<file path="config.mk">
export PLATFORM = sky130hd
export DESIGN_NAME = puh_rem_unit
export DESIGN_NICKNAME = d
export VERILOG_FILES = /design/src/puh_pkg.sv /design/src/puh_rem_unit.sv
export SDC_FILE = /design/constraint.sdc
export NUM_CORES = 1
export LEC_CHECK = 0
export ABC_AREA = 0
export BUFFER_PORTS_ARGS = -buffer_cell sky130_fd_sc_hd__buf_2
export CAP_MARGIN = 10
export CORE_ASPECT_RATIO = 0.5
export CORE_MARGIN = 2
export CORE_UTILIZATION = 32
export CTS_BUF_LIST = sky130_fd_sc_hd__clkbuf_8
export DETAILED_ROUTE_END_ITERATION = 8
export GPL_TIMING_DRIVEN = 0
export MAX_ROUTING_LAYER = met4
export SYNTH_ARGS = -nofsm -noshare
export SYNTH_HDL_FRONTEND = slang
export SYNTH_SLANG_ARGS = --single-unit
</file>
<file path="constraint.sdc">
create_clock -name aclk -period 3.1 [get_ports aclk]
set_input_delay 0.465 -clock aclk [delete_from_list [all_inputs] [get_ports aclk]]
set_output_delay 0.465 -clock aclk [all_outputs]
set_load 0.01 [all_outputs]
</file>
<file path="src/puh_pkg.sv">
`default_nettype none

package puh_pkg;

    // number of port bins and width of one counter
    localparam int NUM_PORTS   = 65536;
    localparam int COUNT_WIDTH = 32;
    localparam int ADDR_W      = (NUM_PORTS > 1) ? $clog2(NUM_PORTS) : 1;

    // fixed field widths
    localparam int PORT_W = 16;
    localparam int SECS_W = 32;
    localparam int LEN_W  = 17;
    localparam int OUT_W  = 32;

    // request codes
    localparam logic REQ_COUNT = 1'b0;
    localparam logic REQ_READ  = 1'b1;

    typedef logic [COUNT_WIDTH-1:0] count_t;
    typedef logic [ADDR_W-1:0]      addr_t;

    // status of the remainder unit seen by the sequencer
    typedef struct packed {
        logic busy;
        logic done;
    } puh_rem_stat_t;

    // bin exists for this port number
    function automatic logic port_in_range(input logic [PORT_W-1:0] port);
        port_in_range = ({1'b0, port} < (PORT_W+1)'(NUM_PORTS));
    endfunction

    // port number to bin address
    function automatic addr_t port_addr(input logic [PORT_W-1:0] port);
        logic [PORT_W+ADDR_W-1:0] ext;
        ext       = (PORT_W+ADDR_W)'(port);
        port_addr = ext[ADDR_W-1:0];
    endfunction

    // add one, sticking at the maximum
    function automatic count_t sat_inc(input count_t c);
        sat_inc = (c == {COUNT_WIDTH{1'b1}}) ? c : c + count_t'(1);
    endfunction

    // counter clipped to the reported width
    function automatic logic [OUT_W-1:0] report_count(input count_t c);
        logic [63:0] wide;
        wide = 64'(c);
        if (wide[63:OUT_W] != '0) begin
            report_count = {OUT_W{1'b1}};
        end else begin
            report_count = wide[OUT_W-1:0];
        end
    endfunction

endpackage

`default_nettype wire

</file>
<file path="src/puh_rem_unit.sv">
`default_nettype none

module puh_rem_unit (
    input  wire logic                          aclk,
    input  wire logic                          aresetn,
    input  wire logic                          start,
    input  wire logic [puh_pkg::SECS_W-1:0]    secs,
    input  wire logic [puh_pkg::LEN_W-1:0]     len,
    output logic [puh_pkg::SECS_W-1:0]         base,
    output puh_pkg::puh_rem_stat_t             stat
);

    logic [puh_pkg::SECS_W-1:0] secs_reg;
    logic [puh_pkg::SECS_W-1:0] quo_reg;
    logic [puh_pkg::LEN_W-1:0]  div_reg;
    logic [puh_pkg::LEN_W-1:0]  rem_reg;
    logic [puh_pkg::LEN_W-1:0]  rem_next;
    logic [5:0]                 cnt_reg;
    logic                       busy_reg;
    logic                       done_reg;
    logic [puh_pkg::LEN_W:0]    shifted;
    logic [puh_pkg::LEN_W:0]    diff;

    // one restoring step: bring down the next dividend bit
    always_comb begin
        shifted  = {rem_reg, quo_reg[puh_pkg::SECS_W-1]};
        diff     = shifted - {1'b0, div_reg};
        rem_next = diff[puh_pkg::LEN_W] ? shifted[puh_pkg::LEN_W-1:0]
                                        : diff[puh_pkg::LEN_W-1:0];
    end

    // step control, one bit per cycle
    always_ff @(posedge aclk) begin
        if (!aresetn) begin
            busy_reg <= 1'b0;
            done_reg <= 1'b0;
            cnt_reg  <= '0;
        end else begin
            done_reg <= 1'b0;
            if (start) begin
                busy_reg <= 1'b1;
                cnt_reg  <= '0;
            end else if (busy_reg) begin
                cnt_reg <= cnt_reg + 6'd1;
                if (cnt_reg == 6'(puh_pkg::SECS_W - 1)) begin
                    busy_reg <= 1'b0;
                    done_reg <= 1'b1;
                end
            end
        end
    end

    // datapath
    always_ff @(posedge aclk) begin
        if (start) begin
            secs_reg <= secs;
            quo_reg  <= secs;
            rem_reg  <= '0;
            div_reg  <= (len == '0) ? puh_pkg::LEN_W'(1) : len;
        end else if (busy_reg) begin
            quo_reg <= {quo_reg[puh_pkg::SECS_W-2:0], 1'b0};
            rem_reg <= rem_next;
        end
    end

    // aligned start: seconds less the remainder
    assign base      = secs_reg - puh_pkg::SECS_W'(rem_reg);
    assign stat.busy = busy_reg;
    assign stat.done = done_reg;

endmodule

`default_nettype wire

</file>
---- Word-level counts from Yosys, hierarchy flattened ----
Cells that the tools add are included.
storage, ports and cells
  register bits ........................... 106
  output and inout bits ................... 34
  bits of input ports ..................... 52
operators by class
  $add $sub $neg .......................... 3
  reduce and logical (&&, ||, !) cells .... 4
  equality and inequality tests ........... 1
  bitwise logic cells ..................... 2
  mux-type cells .......................... 7
operators with widths
  cell                                                                    number
  32-bit 2-to-1 mux                                                       2
  32-bit by 17-bit subtractor with 32-bit output                          1
  18-bit by 17-bit subtractor with 18-bit output                          1
  17-bit zero test                                                        1
  17-bit 2-to-1 mux                                                       1
  6-bit by 1-bit adder with 6-bit output (second input constant)          1
  6-bit by 5-bit equality test with 1-bit output (second input constant)  1
  1-bit 2-to-1 mux                                                        4
  3-bit OR reduction                                                      1
  1-bit NOT                                                               2
  2-bit nonzero test                                                      1
  2-bit OR reduction                                                      1

---- Longest topological paths before layout ----
  depth in word-level cells ............... 4
  mapped depth ............................ 11

---- Worst setup path before layout ----
OpenSTA, ideal clock, no wires.
  path kind ............................... reg2out
  start ................................... register secs_reg[0] in the netlist's numbering
  end ..................................... output port base[28] in the netlist's numbering
  setup slack ............................. 0.193 ns
  stages on the path, launching flop included .. 12
  arrival ................................. 2.442 ns
  required time ........................... 2.635 ns
  path buffers ............................ 0
  cells stage by stage .................... edfxtp_1 inv_1 ha_1 fa_1 nor2b_1 o21ai_0 a21boi_0 o211ai_1 a31o_2 o31ai_1 nor3_1 xor2_1
on the way
  cells in the longest elaborated chain, start to end .. 1
RTL lines
  element                                         RTL line            RTL
  start: declaration                              puh_rem_unit.sv:13  logic [puh_pkg::SECS_W-1:0] secs_reg;
  start signal: assignment                        puh_rem_unit.sv:56  secs_reg <= secs;
  32-bit by 17-bit subtractor with 32-bit output  puh_rem_unit.sv:67  assign base = secs_reg - puh_pkg::SECS_W'(rem_reg);
  end: declaration                                puh_rem_unit.sv:9   output logic [puh_pkg::SECS_W-1:0] base,
No other way between the ends.

---- Final worst setup path ----
  start ................................... register rem_reg[0] in the netlist's numbering
  end ..................................... output port base[26] in the netlist's numbering
on the way
  cells in the longest elaborated chain, start to end .. 1
RTL lines
  element                                         RTL line            RTL
  start: declaration                              puh_rem_unit.sv:16  logic [puh_pkg::LEN_W-1:0] rem_reg;
  start signal: assignment                        puh_rem_unit.sv:62  rem_reg <= rem_next;
  32-bit by 17-bit subtractor with 32-bit output  puh_rem_unit.sv:67
No other way between the ends.

==> run metrics <==
number of global-route vias before repair around 4200; die area 19900 um^2; DP HPWL 10.2 mm; fin crit share 106%; unrepaired setup endpoints after global routing yes; violated checks setup timing; floorplan row count 35; CTS Hold Bufs 0; vias about 4400; largest net degree at the start of global routing approximately 50; CP Launch Type register; fin nets 746; CP arrival 2.81 ns; Detailed Route Iter0 Violations 172; crit end category output port; initial antenna violation count 2; Slew HR 21.0%; Fmax achieved 306 MHz; number of buffers created by CTS 9; static leakage power a little under 3 nW; number of flops mapped to enable cells by yosys 81; Root Buffer clkbuf_8; Bufs on Longest Clock Path 2; area grow syn2layout 24.7%; gr busiest metal met2; power density over the cells a little over 500 nW/um^2; asr flop ratio synth 0%; fillers 1769; DIE WIDTH 197 um; Hold Path Origin secs[13]; Ports 86; Netlist Area Pre-Place around 6000 um^2; CTS tree done; skew final 0.0149 ns; Yosys warning count 0; cell count after synthesis 540; critical path type register to output port; Syn Area/Cell around 11 um^2; commonest non-fill, non-tap cells in the layout buf_2 (86), edfxtp_1 (81), inv_1 (42); first-pass GRT wire length 21.5 mm; status complete, but fails checks; GRT overflow 0; final design utilization 40.7%; Initial DRT Pass Iterations 4; final wirelength 13.9 mm; WP data required between 2 and 3 ns; CTS H-tree depth 3; Worst Max-Slew Pin Slew 1.19 ns; M3 GR Usage just over 3%; number of distinct library cells after synthesis 58; final hold violation count 0; setup ws final -0.172 ns; Die H around 100 um; core area around 18000 um^2; Slew Viols, Final 0; worst vdd ir 0.243 mV; Via density 4.88; Starting Density approximately 33%; pre-CTS WS -0.325 ns; placed standard-cell area 6710 um^2; crit path max fanout 4; share of layout cells above drive strength 1 approximately a third; hold slack final 0.256 ns; sequential fraction of the synthesis area 49.0%; Post-Syn Nets about 630; Worst Hold Class input port to register; Total GRT Usage about 14%; DRC viols 0; Port Buffer Count 85; max_cap viols 0; Skew-Pair Late Insertion Delay 0.39 ns; met1 Use GR between 10% and 20%; Tot Pwr 3.87 mW; Antenna Nets Post-Route 0; Placer Congestion 0.851; Avg WL per Cell 15.3 um; reg2reg start quo_reg[31]; Clock transition at path regs 0.12 ns; fin area 7460 um^2; post-route minimum period approximately 3.3 ns; Post-synth top flop edfxtp_1; grt met2 use 22.2%; final setup violation count 15; TritonCTS sink count 106; post-synthesis register bit count 106; worst setup path startpoint rem_reg[0]; commonest non-fill, non-tap cell in the layout buf_2
==> stage by stage <==
step | instances | TNS (ns)
6_report | 904 | -1.38
5_1_grt | 904 | -3.53
4_1_cts | 896 | -2.44
3_5_place_dp | 865 | -11.60
3_3_place_gp | 865 | -27.27
2_1_floorplan | 540 | 0
==> metal layers <==
layer,routed length (um),vias to the layer above
met1,6690,2121
met2,6360,66
met5,0,-
met3,594,20
li1,-,2201
met4,221,0
==> worst max-delay path, cell delays in order (launching register included) <==
cell and delay (ns):
dfxtp_1 0.38, ha_4 0.18, fa_2 0.35, nor2b_2 0.13
o21ai_2 0.08, a21boi_2 0.16, o211ai_1 0.14, a31o_4 0.28
nor3_4 0.19, and3b_1 0.22, xor2_1 0.14, buf_2 0.15
==> synth_stat cells, drive strengths merged (3+ instances only) <==
| master | number | area share, % |
|---|---|---|
| edfxtp | 81 | 41 |
| inv | 47 | 2.9 |
| nor2 | 42 | 2.6 |
| ha | 35 | 7.3 |
| mux2 | 31 | 5.8 |
| a21oi | 30 | 2.6 |
| dfxtp | 25 | 8.4 |
| xnor2 | 22 | 3.2 |
| clkbuf | 21 | 1.3 |
| xor2 | 21 | 3.1 |
| o21ai | 19 | 1.6 |
| mux2i | 16 | 2.7 |
| nand2 | 14 | 0.88 |
| o21a | 11 | 1.4 |
| nor3 | 9 | 0.75 |
| nor4 | 9 | 1.0 |
| buf | 8 | 0.71 |
| nor2b | 8 | 0.96 |
| a211oi | 7 | 0.88 |
| a21o | 7 | 0.88 |
| nand2b | 6 | 0.63 |
| nand3 | 6 | 0.50 |
| o22ai | 6 | 0.63 |
| or4 | 6 | 0.82 |
| o21bai | 5 | 0.63 |
| o31ai | 4 | 0.50 |
| and2 | 3 | 0.31 |
| and3 | 3 | 0.31 |
| nand4 | 3 | 0.31 |
| o211ai | 3 | 0.46 |
| o41ai | 3 | 0.44 |
| or2 | 3 | 0.31 |
==> cell type report <==
class                   count  area [um^2]  share of cell area, %
diodes                      2         5.00                 0.0670
clock buffers               9          124                   1.66
inverters                  47          179                   2.40
multi-input cells         358         3090                   41.4
plain buffers              29          121                   1.63
flip-flops and latches    106         2950                   39.5
repair buffers            106          583                   7.81
well taps                 240          300                   4.02
clock inverters             7          108                   1.44
==> kinds of logic after synthesis <==
| family | Yosys count | share of synthesized area, % |
|---|---|---|
| AO/OA/AOI/OAI | 112 | 12.9 |
| XOR/XNOR | 43 | 6.29 |
| adder cells (fa/ha/maj) | 37 | 7.98 |
| buffers and inverters | 76 | 4.97 |
| flip-flops | 106 | 49.0 |
| AND/OR/NAND/NOR | 119 | 10.4 |
| multiplexers | 47 | 8.51 |
==> path summary, 6_finish.rpt <==
kind                                endpoint  slack (ns)  cells past startpoint
worst max-delay path                base[26]       -0.17                     11
worst min-delay path            secs_reg[13]        0.26                      1
worst max register to register   rem_reg[14]        0.26                     11
worst min register to register      done_reg        0.48                      1
==> power breakdown <==
group / leakage (nW) / switching [mW] / internal [mW]
logic: 1.77 / 0.626 / 0.539
registers: 1.01 / 0.0755 / 1.66
clock network: 0.114 / 0.561 / 0.404
total: 2.89 / 1.26 / 2.61
==> repair_timing <==
action / 4_1_cts / 5_1_grt
pin swaps: 13 / 21
setup endpoints to repair: 24 / 24
gates resized for setup: 40 / 44
buffers inserted: 15 / 9
(Power assumes the default switching activity.)
